<file path="src/cc_pkg.sv">
// Shared widths, command and status types for the coprime range counter.
`timescale 1ns / 1ps
package cc_pkg;

  localparam int VALUE_BITS          = 50;
  localparam int MODULUS_BITS        = 30;
  localparam int MAX_DISTINCT_PRIMES = 9;

  // Divider width covers both a value and a modulus as dividend
  localparam int DIV_BITS  = (VALUE_BITS > MODULUS_BITS) ? VALUE_BITS : MODULUS_BITS;
  localparam int DCNT_BITS = $clog2(DIV_BITS + 1);
  // Trial divisor width: half the modulus width, rounded up, plus one
  localparam int TRIAL_BITS = (MODULUS_BITS + 1) / 2 + 1;
  localparam int PCNT_BITS  = $clog2(MAX_DISTINCT_PRIMES + 1);
  localparam int PIDX_BITS  = (MAX_DISTINCT_PRIMES > 1) ? $clog2(MAX_DISTINCT_PRIMES) : 1;
  localparam int SUBSET_BITS = MAX_DISTINCT_PRIMES + 1;

  localparam int IN_BITS  = 2 * VALUE_BITS + MODULUS_BITS;
  localparam int IN_W     = ((IN_BITS + 7) / 8) * 8;
  localparam int OUT_BITS = VALUE_BITS + 1;
  localparam int OUT_W    = ((OUT_BITS + 7) / 8) * 8;

  typedef enum logic [1:0] {
    DIV_TRIAL = 2'd0,
    DIV_HIGH  = 2'd1,
    DIV_LOW   = 2'd2
  } div_op_t;

  typedef struct packed {
    logic    load;        // capture input item
    logic    trial_init;  // divisor 2, clear primes
    logic    d_inc;       // next trial divisor
    logic    div_start;
    div_op_t div_op;
    logic    add_d;       // record trial divisor as prime
    logic    take_q;      // residual modulus becomes quotient
    logic    add_m;       // record leftover factor as prime
    logic    sum_init;    // start inclusion-exclusion sum
    logic    prod_init;   // start subset product
    logic    prod_step;   // fold in one prime
    logic    acc_high;    // apply high quotient
    logic    acc_low;     // apply low quotient
    logic    subset_inc;
    logic    out_load;    // write result register
    logic    out_direct;  // result from closed form, not from sum
  } cmd_t;

  typedef struct packed {
    logic rev;        // low above high
    logic n_zero;
    logic n_one;
    logic sq_gt;      // d*d above residual
    logic rem_zero;
    logic m_gt1;
    logic div_done;
    logic j_end;
    logic subset_end;
    logic out_free;
  } sts_t;

endpackage

</file>
<file path="src/cc_div.sv">
// Restoring divider, one quotient bit per cycle, short or long dividend.
`timescale 1ns / 1ps
module cc_div
  import cc_pkg::*;
(
  input  logic                    clk,
  input  logic                    rst_n,
  input  logic                    start,
  input  logic                    long_op,
  input  logic [DIV_BITS-1:0]     dividend,
  input  logic [MODULUS_BITS-1:0] divisor,
  output logic                    done,
  output logic [DIV_BITS-1:0]     quotient,
  output logic [MODULUS_BITS-1:0] remainder
);

  logic [DIV_BITS-1:0]     q_r;
  logic [MODULUS_BITS-1:0] rem_r, dsr_r;
  logic [DCNT_BITS-1:0]    cnt_r;
  logic                    busy_r, done_r;
  logic [MODULUS_BITS:0]   rem_sh, diff;
  logic                    fits;

  assign rem_sh = {rem_r, q_r[DIV_BITS-1]};
  assign diff   = rem_sh - {1'b0, dsr_r};
  assign fits   = rem_sh >= {1'b0, dsr_r};

  always_ff @(posedge clk) begin
    if (!rst_n) begin
      busy_r <= 1'b0;
      done_r <= 1'b0;
    end else begin
      done_r <= 1'b0;
      if (start) begin
        busy_r <= 1'b1;
      end else if (busy_r && cnt_r == DCNT_BITS'(1)) begin
        busy_r <= 1'b0;
        done_r <= 1'b1;
      end
    end
  end

  always_ff @(posedge clk) begin
    if (start) begin
      // short operands sit at the top so MODULUS_BITS steps suffice
      q_r   <= long_op ? dividend : (dividend << (DIV_BITS - MODULUS_BITS));
      rem_r <= '0;
      dsr_r <= divisor;
      cnt_r <= long_op ? DCNT_BITS'(DIV_BITS) : DCNT_BITS'(MODULUS_BITS);
    end else if (busy_r) begin
      rem_r <= fits ? diff[MODULUS_BITS-1:0] : rem_sh[MODULUS_BITS-1:0];
      q_r   <= {q_r[DIV_BITS-2:0], fits};
      cnt_r <= cnt_r - DCNT_BITS'(1);
    end
  end

  assign done      = done_r;
  assign quotient  = q_r;
  assign remainder = rem_r;

endmodule

</file>
<file path="src/cc_dp.sv">
// Datapath: operand registers, prime list, subset product, sum and result register.
`timescale 1ns / 1ps
module cc_dp
  import cc_pkg::*;
(
  input  logic             clk,
  input  logic             rst_n,
  input  cmd_t             cmd,
  output sts_t             sts,
  input  logic [IN_W-1:0]  in_tdata,
  output logic             out_tvalid,
  input  logic             out_tready,
  output logic [OUT_W-1:0] out_tdata
);

  localparam logic [VALUE_BITS-1:0] VMAX = '1;

  logic [VALUE_BITS-1:0]   low_r, high_r, x2_r, acc_r, count_r;
  logic [MODULUS_BITS-1:0] m_r, prod_r;
  logic [MODULUS_BITS-1:0] primes_r [MAX_DISTINCT_PRIMES];
  logic [TRIAL_BITS-1:0]   d_r;
  logic [PCNT_BITS-1:0]    pcnt_r, j_r;
  logic [SUBSET_BITS-1:0]  subset_r;
  logic                    par_r, err_r, ovalid_r;

  logic [2*TRIAL_BITS-1:0]   d_sq;
  logic [2*MODULUS_BITS-1:0] prod_full;
  logic [DIV_BITS-1:0]       div_a, div_q;
  logic [MODULUS_BITS-1:0]   div_b, div_rem;
  logic                      div_long, div_done;
  logic [VALUE_BITS-1:0]     qv, direct;
  logic                      pc_room;

  assign d_sq      = d_r * d_r;
  assign prod_full = prod_r * primes_r[j_r[PIDX_BITS-1:0]];
  assign qv        = div_q[VALUE_BITS-1:0];
  assign pc_room   = pcnt_r < PCNT_BITS'(MAX_DISTINCT_PRIMES);

  always_comb begin
    div_a    = DIV_BITS'(m_r);
    div_b    = MODULUS_BITS'(d_r);
    div_long = 1'b0;
    unique case (cmd.div_op)
      DIV_TRIAL: begin
        div_a = DIV_BITS'(m_r);
        div_b = MODULUS_BITS'(d_r);
      end
      DIV_HIGH: begin
        div_a    = DIV_BITS'(high_r);
        div_b    = prod_r;
        div_long = 1'b1;
      end
      DIV_LOW: begin
        div_a    = DIV_BITS'(x2_r);
        div_b    = prod_r;
        div_long = 1'b1;
      end
      default: ;
    endcase
  end

  cc_div u_div (
    .clk       (clk),
    .rst_n     (rst_n),
    .start     (cmd.div_start),
    .long_op   (div_long),
    .dividend  (div_a),
    .divisor   (div_b),
    .done      (div_done),
    .quotient  (div_q),
    .remainder (div_rem)
  );

  // closed form for modulus zero or one
  always_comb begin
    if (m_r == '0) begin
      direct = VALUE_BITS'(low_r <= VALUE_BITS'(1) && high_r >= VALUE_BITS'(1));
    end else if (low_r == '0) begin
      direct = (high_r == VMAX) ? VMAX : high_r + VALUE_BITS'(1);
    end else begin
      direct = high_r - low_r + VALUE_BITS'(1);
    end
  end

  always_ff @(posedge clk) begin
    if (cmd.load) begin
      low_r  <= in_tdata[VALUE_BITS-1:0];
      high_r <= in_tdata[2*VALUE_BITS-1:VALUE_BITS];
      m_r    <= in_tdata[IN_BITS-1:2*VALUE_BITS];
    end
    if (cmd.trial_init) begin
      d_r    <= TRIAL_BITS'(2);
      x2_r   <= (low_r == '0) ? '0 : low_r - VALUE_BITS'(1);
    end
    if (cmd.d_inc) d_r <= d_r + TRIAL_BITS'(1);
    if (cmd.take_q) m_r <= div_q[MODULUS_BITS-1:0];
    if ((cmd.add_d || cmd.add_m) && pc_room) begin
      primes_r[pcnt_r[PIDX_BITS-1:0]] <= cmd.add_d ? MODULUS_BITS'(d_r) : m_r;
    end
    if (cmd.sum_init) begin
      acc_r    <= high_r - x2_r;
      subset_r <= SUBSET_BITS'(1);
    end
    if (cmd.prod_init) begin
      prod_r <= MODULUS_BITS'(1);
      j_r    <= '0;
      par_r  <= 1'b0;
    end
    if (cmd.prod_step) begin
      if (subset_r[j_r]) begin
        prod_r <= prod_full[MODULUS_BITS-1:0];
        par_r  <= ~par_r;
      end
      j_r <= j_r + PCNT_BITS'(1);
    end
    if (cmd.acc_high) acc_r <= par_r ? acc_r - qv : acc_r + qv;
    if (cmd.acc_low)  acc_r <= par_r ? acc_r + qv : acc_r - qv;
    if (cmd.subset_inc) subset_r <= subset_r + SUBSET_BITS'(1);
    if (cmd.out_load) begin
      err_r   <= low_r > high_r;
      count_r <= (low_r > high_r) ? '0 : (cmd.out_direct ? direct : acc_r);
    end
  end

  always_ff @(posedge clk) begin
    if (!rst_n) begin
      pcnt_r   <= '0;
      ovalid_r <= 1'b0;
    end else begin
      if (cmd.trial_init) begin
        pcnt_r <= '0;
      end else if ((cmd.add_d || cmd.add_m) && pc_room) begin
        pcnt_r <= pcnt_r + PCNT_BITS'(1);
      end
      if (cmd.out_load) begin
        ovalid_r <= 1'b1;
      end else if (out_tready) begin
        ovalid_r <= 1'b0;
      end
    end
  end

  assign sts.rev        = low_r > high_r;
  assign sts.n_zero     = m_r == '0;
  assign sts.n_one      = m_r == MODULUS_BITS'(1);
  assign sts.sq_gt      = d_sq > (2*TRIAL_BITS)'(m_r);
  assign sts.rem_zero   = div_rem == '0;
  assign sts.m_gt1      = m_r > MODULUS_BITS'(1);
  assign sts.div_done   = div_done;
  assign sts.j_end      = j_r == pcnt_r;
  assign sts.subset_end = subset_r == (SUBSET_BITS'(1) << pcnt_r);
  assign sts.out_free   = !ovalid_r || out_tready;

  assign out_tvalid = ovalid_r;
  assign out_tdata  = OUT_W'({err_r, count_r});

endmodule

</file>
<file path="src/cc_ctrl.sv">
// Controller: sequences factoring, subset sums and result hand-off.
`timescale 1ns / 1ps
module cc_ctrl
  import cc_pkg::*;
(
  input  logic clk,
  input  logic rst_n,
  input  logic in_tvalid,
  output logic in_tready,
  input  sts_t sts,
  output cmd_t cmd
);

  typedef enum logic [14:0] {
    S_IDLE    = 15'b000000000000001,
    S_CLASS   = 15'b000000000000010,
    S_FIN_D   = 15'b000000000000100,
    S_TRIAL   = 15'b000000000001000,
    S_TRIAL_W = 15'b000000000010000,
    S_STRIP   = 15'b000000000100000,
    S_STRIP_W = 15'b000000001000000,
    S_TAIL    = 15'b000000010000000,
    S_SUBSET  = 15'b000000100000000,
    S_PROD    = 15'b000001000000000,
    S_DIVH    = 15'b000010000000000,
    S_DIVH_W  = 15'b000100000000000,
    S_DIVL    = 15'b001000000000000,
    S_DIVL_W  = 15'b010000000000000,
    S_FIN     = 15'b100000000000000
  } state_t;

  state_t state_r, state_nxt;

  always_ff @(posedge clk) begin
    if (!rst_n) begin
      state_r <= S_IDLE;
    end else begin
      state_r <= state_nxt;
    end
  end

  assign in_tready = state_r == S_IDLE;

  always_comb begin
    state_nxt = state_r;
    cmd       = '0;
    cmd.div_op = DIV_TRIAL;
    unique case (state_r)
      S_IDLE: begin
        if (in_tvalid) begin
          cmd.load  = 1'b1;
          state_nxt = S_CLASS;
        end
      end
      S_CLASS: begin
        cmd.trial_init = 1'b1;
        if (sts.rev || sts.n_zero || sts.n_one) state_nxt = S_FIN_D;
        else state_nxt = S_TRIAL;
      end
      S_FIN_D: begin
        if (sts.out_free) begin
          cmd.out_load   = 1'b1;
          cmd.out_direct = 1'b1;
          state_nxt      = S_IDLE;
        end
      end
      S_TRIAL: begin
        if (sts.sq_gt) begin
          state_nxt = S_TAIL;
        end else begin
          cmd.div_start = 1'b1;
          state_nxt     = S_TRIAL_W;
        end
      end
      S_TRIAL_W: begin
        if (sts.div_done) begin
          if (sts.rem_zero) begin
            cmd.add_d  = 1'b1;
            cmd.take_q = 1'b1;
            state_nxt  = S_STRIP;
          end else begin
            cmd.d_inc = 1'b1;
            state_nxt = S_TRIAL;
          end
        end
      end
      S_STRIP: begin
        cmd.div_start = 1'b1;
        state_nxt     = S_STRIP_W;
      end
      S_STRIP_W: begin
        if (sts.div_done) begin
          if (sts.rem_zero) begin
            cmd.take_q = 1'b1;
            state_nxt  = S_STRIP;
          end else begin
            cmd.d_inc = 1'b1;
            state_nxt = S_TRIAL;
          end
        end
      end
      S_TAIL: begin
        // keep a leftover factor above the square root
        cmd.add_m    = sts.m_gt1;
        cmd.sum_init = 1'b1;
        state_nxt    = S_SUBSET;
      end
      S_SUBSET: begin
        if (sts.subset_end) begin
          state_nxt = S_FIN;
        end else begin
          cmd.prod_init = 1'b1;
          state_nxt     = S_PROD;
        end
      end
      S_PROD: begin
        if (sts.j_end) state_nxt = S_DIVH;
        else cmd.prod_step = 1'b1;
      end
      S_DIVH: begin
        cmd.div_start = 1'b1;
        cmd.div_op    = DIV_HIGH;
        state_nxt     = S_DIVH_W;
      end
      S_DIVH_W: begin
        cmd.div_op = DIV_HIGH;
        if (sts.div_done) begin
          cmd.acc_high = 1'b1;
          state_nxt    = S_DIVL;
        end
      end
      S_DIVL: begin
        cmd.div_start = 1'b1;
        cmd.div_op    = DIV_LOW;
        state_nxt     = S_DIVL_W;
      end
      S_DIVL_W: begin
        cmd.div_op = DIV_LOW;
        if (sts.div_done) begin
          cmd.acc_low    = 1'b1;
          cmd.subset_inc = 1'b1;
          state_nxt      = S_SUBSET;
        end
      end
      S_FIN: begin
        if (sts.out_free) begin
          cmd.out_load = 1'b1;
          state_nxt    = S_IDLE;
        end
      end
      default: state_nxt = S_IDLE;
    endcase
  end

endmodule

</file>
<file path="src/coprime_count_in_range.sv">
// Top level of the coprime range counter.
// One item at a time: an item gives the count of integers in range_low..range_high that share
// no factor with modulus. Time per item is set by the one shared restoring divider (one
// quotient bit per cycle): trial division divides by each trial divisor up to
// sqrt(modulus), and the inclusion-exclusion sum takes a subset product and two divisions
// per subset of the k distinct primes (at most 511 subsets). Modulus 0 or 1 and a reversed
// range skip the divider. A reversed range sets range_error with a count of zero. The next
// item is taken as soon as the result sits in the output register.
`timescale 1ns / 1ps
module coprime_count_in_range
  import cc_pkg::*;
(
  input  logic             clk,
  input  logic             rst_n,
  input  logic             in_tvalid,
  output logic             in_tready,
  input  logic [IN_W-1:0]  in_tdata,   // range_low, range_high, modulus, zero pad
  output logic             out_tvalid,
  input  logic             out_tready,
  output logic [OUT_W-1:0] out_tdata   // coprime_count, range_error, zero pad
);

  cmd_t cmd;
  sts_t sts;

  cc_ctrl u_ctrl (
    .clk       (clk),
    .rst_n     (rst_n),
    .in_tvalid (in_tvalid),
    .in_tready (in_tready),
    .sts       (sts),
    .cmd       (cmd)
  );

  cc_dp u_dp (
    .clk        (clk),
    .rst_n      (rst_n),
    .cmd        (cmd),
    .sts        (sts),
    .in_tdata   (in_tdata),
    .out_tvalid (out_tvalid),
    .out_tready (out_tready),
    .out_tdata  (out_tdata)
  );

endmodule

</file>
<file path="config.mk">
export PLATFORM = sky130hd
export DESIGN_NAME = coprime_count_in_range
export DESIGN_NICKNAME = d
export VERILOG_FILES = /design/src/cc_pkg.sv /design/src/cc_div.sv /design/src/cc_dp.sv /design/src/cc_ctrl.sv /design/src/coprime_count_in_range.sv
export SDC_FILE = /design/constraint.sdc
export NUM_CORES = 2
export LEC_CHECK = 0
export BUFFER_PORTS_ARGS = -buffer_cell sky130_fd_sc_hd__buf_2
export CORE_ASPECT_RATIO = 0.7
export CORE_MARGIN = 5
export CORE_UTILIZATION = 25
export CTS_BUF_LIST = sky130_fd_sc_hd__clkbuf_2 sky130_fd_sc_hd__clkbuf_4 sky130_fd_sc_hd__clkbuf_8
export DETAILED_ROUTE_END_ITERATION = 10
export PLACE_DENSITY = 0.41
export SLEW_MARGIN = 20
export SYNTH_ARGS = -nofsm -noshare
export SYNTH_HDL_FRONTEND = slang
export SYNTH_SLANG_ARGS = --single-unit
</file>
<file path="constraint.sdc">
create_clock -name clk -period 13.75 [get_ports clk]
set_input_delay 0.6875 -clock clk [delete_from_list [all_inputs] [get_ports clk]]
set_output_delay 0.6875 -clock clk [all_outputs]
set_load 0.05 [all_outputs]
</file>
# Word-level counts from Yosys, hierarchy flattened
# Memory sizes are Yosys's and may differ from the RTL's. A register that Yosys moved wholly into a read port is not among the register bits.
# Index checks and enable logic that the tools add are counted.
[totals] mem_bits_rw=270 in_bits=140 output_inout_bits=58 n_memories=1 ff_bits=480 elab_cells=188
[classes] n_bitwise=2 n_mul=2 order_cmp=8 muxes=83 n_eq_ne=28 n_shift=1 n_addsub=13 n_reduce_logical=28
[memory_table] name="u_dp.primes_r" words=9 word_bits=30 read_ports=1 rd_ports_with_merged_regs=1 wr=1 line_no="cc_dp.sv:20" source="logic [MODULUS_BITS-1:0] primes_r [MAX_DISTINCT_PRIMES];"
[op_table] op="$mux 50" n=12
[op_table] op="$mux 30" n=7
[op_table] op="$pmux 15 s13" n=1
[op_table] op="$sub 50x50->50" n=3
[op_table] op="$mux 15" n=7
[op_table] op="$add 50x1->50 const B" n=2
[op_table] op="$pmux 50 s2" n=1
[op_table] op="$logic_not 30->1" n=2
[op_table] op="$add 50x50->50" n=1
[op_table] op="$eq 50x50->1 const B" n=1
[op_table] op="$ge 50x1->1 const B" n=1
[op_table] op="$gt 50x50->1" n=1
[op_table] op="$le 50x1->1 const B" n=1
[op_table] op="$logic_not 50->1" n=1
[op_table] op="$sub 50x1->50 const B" n=1
[op_table] op="$mux 16" n=3
[op_table] op="$gt 32x30->1" n=1
[op_table] op="$mul 16x16->32" n=1
[op_table] op="$ge 31x30->1" n=1
[op_table] op="$eq 30x1->1 const B" n=1
[op_table] op="$gt 30x1->1 const B" n=1
[op_table] op="$mul 30x30->30" n=1
[op_table] op="$mux 1" n=30
[op_table] op="$sub 30x30->30" n=1
[op_table] op="other kinds (46)" n=83

# Depth between registers and ports, before layout
[logic_depth] ltp_word=8 ltp_mapped=40 depth_no_buf=35

# Cells and area by module
# A second synthesis with hierarchy kept.
[unflattened] hier_cells=7184 area_unflattened_um2=70341.2
[by_module_without_submodules] mod="cc_dp" instances=1 area_each_um2=62404.9 cells_each=6344 seq_area_each_um2=18247.5
[by_module_without_submodules] mod="cc_div" instances=1 area_each_um2=6940.4 cells_each=706 seq_area_each_um2=3223.1
[by_module_without_submodules] mod="cc_ctrl" instances=1 area_each_um2=996.0 cells_each=134 seq_area_each_um2=300.3

# Worst setup path before layout
# No wires, ideal clock.
[synth_path] path_type="register -> register" startpoint="reg u_dp.d_r[1]" endpoint="reg u_dp.u_div.cnt_r[0], enable pin" setup_time_ns=0.423 period_less_slack_ns=9.495 t_arrival_ns=9.072 setup_slack_ns=4.255 path_stages_with_launch=35 path_buffers=4 cell_sequence="edfxtp_1 -> clkbuf_1 -> clkbuf_1 -> nand2_1 -> fa_1 -> fa_1 -> inv_1 -> fa_1 -> fa_1 -> fa_1 -> inv_1 -> fa_1 -> inv_1 -> ha_1 -> and3_1 -> a21oi_1 -> o21ai_0 -> a21oi_1 -> o21ai_0 -> a211oi_1 -> o21ai_0 -> a21o_1 -> a21o_1 -> a21oi_1 -> xnor2_1 -> ha_1 -> nand4_1 -> nor4_1 -> nand3_1 -> o21ai_0 -> o211ai_1 -> o311a_1 -> clkbuf_1 -> clkbuf_1 -> nand2b_1"
[synth_between] elab_chain_cells=5
[synth_rtl] item="from (decl)" line_no="cc_dp.sv:21" source="logic [TRIAL_BITS-1:0] d_r;"
[synth_rtl] item="from (signal assigned)" line_no="cc_dp.sv:95" source="if (cmd.d_inc) d_r <= d_r + TRIAL_BITS'(1);"
[synth_rtl] item="$mul 16x16->32" line_no="cc_dp.sv:34" source="assign d_sq = d_r * d_r;"
[synth_rtl] item="$gt 32x30->1" line_no="cc_dp.sv:146" source="assign sts.sq_gt = d_sq > (2*TRIAL_BITS)'(m_r);"
[synth_rtl] item="$mux 1" line_no="cc_ctrl.sv:68" source="if (sts.sq_gt) begin"
[synth_rtl] item="$pmux 1 s2" line_no="cc_ctrl.sv:48" source="unique case (state_r)"
[synth_rtl] item="$reduce_bool 2->1 (no source line)"
[synth_rtl] item="to (signal assigned)" line_no="cc_div.sv:49" source="cnt_r <= long_op ? DCNT_BITS'(DIV_BITS) : DCNT_BITS'(MODULUS_BITS);"
[synth_rtl] item="to (signal assigned)" line_no="cc_div.sv:53" source="cnt_r <= cnt_r - DCNT_BITS'(1);"
[synth_rtl] item="to (decl)" line_no="cc_div.sv:19" source="logic [DCNT_BITS-1:0] cnt_r;"
# No other way between the ends.
# A chain may end at the register's enable or synchronous reset.

# Worst setup path after layout
[layout_path] startpoint="reg u_dp.d_r[10]" endpoint="reg u_dp.u_div.q_r[44] (netlist: u_dp.u_div.quotient[44]), enable pin"
[layout_between] elab_chain_cells=5
[layout_rtl] item="$mul 16x16->32" line_no="cc_dp.sv:34"
[layout_rtl] item="$gt 32x30->1" line_no="cc_dp.sv:146"
[layout_rtl] item="$mux 1" line_no="cc_ctrl.sv:68"
[layout_rtl] item="$pmux 1 s2" line_no="cc_ctrl.sv:48"
[layout_rtl] item="$reduce_bool 2->1 (no source line)"
[layout_rtl] item="to (signal assigned)" line_no="cc_div.sv:46" source="q_r <= long_op ? dividend : (dividend << (DIV_BITS - MODULUS_BITS));"
[layout_rtl] item="to (signal assigned)" line_no="cc_div.sv:52" source="q_r <= {q_r[DIV_BITS-2:0], fits};"
[layout_rtl] item="to (decl)" line_no="cc_div.sv:17" source="logic [DIV_BITS-1:0] q_r;"
# No other way between the ends.

==> results_dict.tcl <==
set metrics [dict create \
    outcome "finished, final reports clean" \
    max-vdd-ir-drop_uv 426.8 \
    postCtsResizedCells 0 \
    cts_htree_levels 4 \
    yosys_warnings 0 \
    tightestPinTransition_ns 1.172 \
    p_leak_nw 32.75 \
    synth_edf_count 667 \
    drtIter0Drc 4967 \
    dieArea_sq_um 284200 \
    layout_common_cells "inv_1 (988), nand2_1 (694), edfxtp_1 (667), ha_1 (590), fa_1 (519)" \
    io_buffers 186 \
    setup_tns_ns 0 \
    slew_viol_final 0 \
    clock-sinks 754 \
    rsz0062_at_grt "false" \
    pwr-share-seq_pct 23.5 \
    clk_pin_slew_worst_paths_ns 0.07 \
    ios 198 \
    synth_ff_type "edfxtp_1" \
    max_freq_mhz 91.53 \
    p_clk_share_pct 18.1 \
    cts_buffers 138 \
    arrival_ns 11.42 \
    routedWlPerCell_microns 23.00 \
    vias 53582 \
    nets 8482 \
    placementRows 160 \
    async_flop_share_pct 0 \
    synth_area_sq_um 68370 \
    synth_top_area_share_pct 29.30 \
    critPathTopFamily "adder cells" \
    initial_core_util_pct 25.15 \
    clk_latency_ns 0.88 \
    p_per_area_nw_per_um2 160.9 \
    cp-end-kind "register" \
    ys_ff_latch 754 \
    power.internal_mw 6.900 \
    first_global_vias 53832 \
    grt_overflow 0 \
    critPathKind "register to register" \
    cp-start-kind "register" \
    drive_gt1_share_pct 9.643 \
    grt_max_degree 73 \
    core_sq_um 271900 \
    place.gp.congestion 0.8897 \
    drc 0 \
    path_common_cell "fa_1" \
    clk_path_buf_depth 4 \
    timing.final.crit_period_ns 10.93 \
    fin_ws_ns 2.825 \
    ant_nets 0 \
    cpMaxStageDelayCell "nand2b_2" \
    cp.required_ns 14.25 \
    syn_area_per_cell_sq_um 9.736 \
    dp_hpwl_microns 192600 \
    p_sw_mw 5.544 \
    netSwitchingFraction_pct 44.55 \
    area_growth_pct 13.14 \
    maxCapViolations 0 \
    fin_crit_sh_pct 79.46 \
    yosysTopAreaCell "edfxtp_1" \
    instances_no_fill 10976 \
    finish.utilization_pct 28.45 \
    avgViaCountPerCell 4.882 \
    dp.cells 10640 \
    final_hold_viol_count 0 \
    grt_first_pass_wirelength_microns 371600 \
    fin_skew_ns 0.08232 \
    routed_wl_microns 252400 \
    finalSetupViolations 0 \
    crit_fanout 61 \
    postSynthCellCount 7022 \
    path_buf_inv 5 \
    p_total_mw 12.44 \
    mostFrequentLayoutCell "inv_1" \
    pwr-share-comb_pct 58.4 \
    ys_types 86 \
    ys_seq_area_share_pct 31.84 \
    root_buffer "clkbuf_8" \
    die_w_microns 635.0 \
    hold_class "primary input to register" \
    groute.usage.overall_pct 17.44 \
    die_h_microns 447.5 \
    antenna_found_initial 10 \
    cts_tree "yes" \
    slew_headroom_pct 21.89 \
    place_ws_ns 2.968 \
    cpPeakStageDelay_ns 0.89 \
    synthTopCellsByArea "edfxtp_1 (29%), fa_1 (15%), ha_1 (11%)" \
    first_pass_iters 6 \
]
-- path summary, 6_finish.rpt --
| check | slack (ns) | to | start | cells past startpoint |
|---|---|---|---|---|
| setup / recovery | 2.82 | u_dp.u_div.quotient[44]$_DFFE_PP_ | u_dp.d_r[10]$_SDFFCE_PN0P_ | 32 |
| hold / removal | 0.08 | u_dp.high_r[30]$_DFFE_PP_ | in_tdata[80] | 1 |
| setup reg to reg | 2.82 | u_dp.u_div.quotient[44]$_DFFE_PP_ | u_dp.d_r[10]$_SDFFCE_PN0P_ | 32 |
| hold reg to reg | 0.47 | u_dp.prod_r[3]$_DFF_P_ | u_dp.prod_r[3]$_DFF_P_ | 2 |
-- metal layers --
layer	GRT usage (%)	wire, microns	vias up
met1	26.79	127000	26985
li1	-	-	24584
met5	0	0	-
met4	4.020	5990	0
met2	25.10	102600	1744
met3	3.078	16850	269
-- logic make-up (layout without fill, tap and decap cells) --
family	after synthesis	count (layout)	synth area share [%]
multiplexers	142	142	3.263
AO/OA/AOI/OAI	1418	1418	13.54
other	1	15	0.005485
adder cells (fa/ha/maj)	1111	1111	26.03
buffers and inverters	1317	1612	7.302
XOR/XNOR	357	357	4.573
flip-flops	754	754	31.84
AND/OR/NAND/NOR	1922	1922	13.45
-- metrics by stage --
stage | hold slack, ns | cell area, sq um
5_1_grt | 0.003383 | 77340
4_1_cts | 0.01108 | 77260
2_1_floorplan | 0.4770 | 68380
3_5_place_dp | 0.4591 | 73640
6_report | 0.08149 | 77350
3_3_place_gp | 0.4470 | 73640
-- area by class of cell --
class,count,area (sq um)
tap,3645,4561
fill,28760,194500
multi-input combinational,4955,41860
clock buffer,181,2278
antenna,10,25.02
timing repair buffer,387,2693
sequential,754,21790
clock inverter,49,412.9
inverter,995,3737
-- synthesized netlist by cell type, drive strengths merged, types with 11 or more instances --
library cell	instances
a21oi	370
a211o	38
a22oi	26
xnor2	263
a22o	11
mux2	27
nor4	56
or3	42
nand2	695
dfxtp	87
edfxtp	667
nor2	400
a31o	11
inv	990
a21o	145
buf	36
and3	46
o221ai	57
o31ai	29
or2	18
clkbuf	286
nand3	117
o21a	37
and2	230
nor2b	63
fa	519
mux4	62
o211ai	29
nand4	64
o221a	14
nor3	82
o21ai	329
o31a	11
o22ai	47
mux2i	53
a31oi	25
a221o	20
nand2b	47
ha	592
a211oi	38
a221oi	62
xor2	94
o21bai	47
-- what timing repair did --
action,in CTS,in global routing
endpoints found under the hold margin,93,0
buffers inserted,0,0
hold buffers,93,0
-- sequential cells by signal, summed over array words and instances (netlist names), 4 cells and up, named ones only --
name and flops:
u_dp.prod_r 30, u_dp.high_r 50, u_dp.low_r 50, u_dp.u_div.dsr_r 30, u_dp.d_r 16, u_dp.primes_r 270
u_dp.subset_r 10, u_ctrl.state_r 15, u_dp.m_r 30, u_dp.count_r 50, u_dp.u_div.cnt_r 6, u_dp.j_r 4
u_dp.u_div.quotient 50, u_dp.x2_r 50, u_dp.acc_r 50, u_dp.pcnt_r 4, u_dp.u_div.remainder 30
-- power groups by stage --
stage                     registers (mW)  clock network, mW  logic [mW]
after floorplan                     2.87                  0        5.20
after global placement              2.97                  0        7.22
after detailed placement            2.97                  0        7.22
after CTS                           2.92               2.33        7.33
after global routing                2.94               2.43        8.18
final                               2.93               2.26        7.26
(Power assumes the default switching activity.)
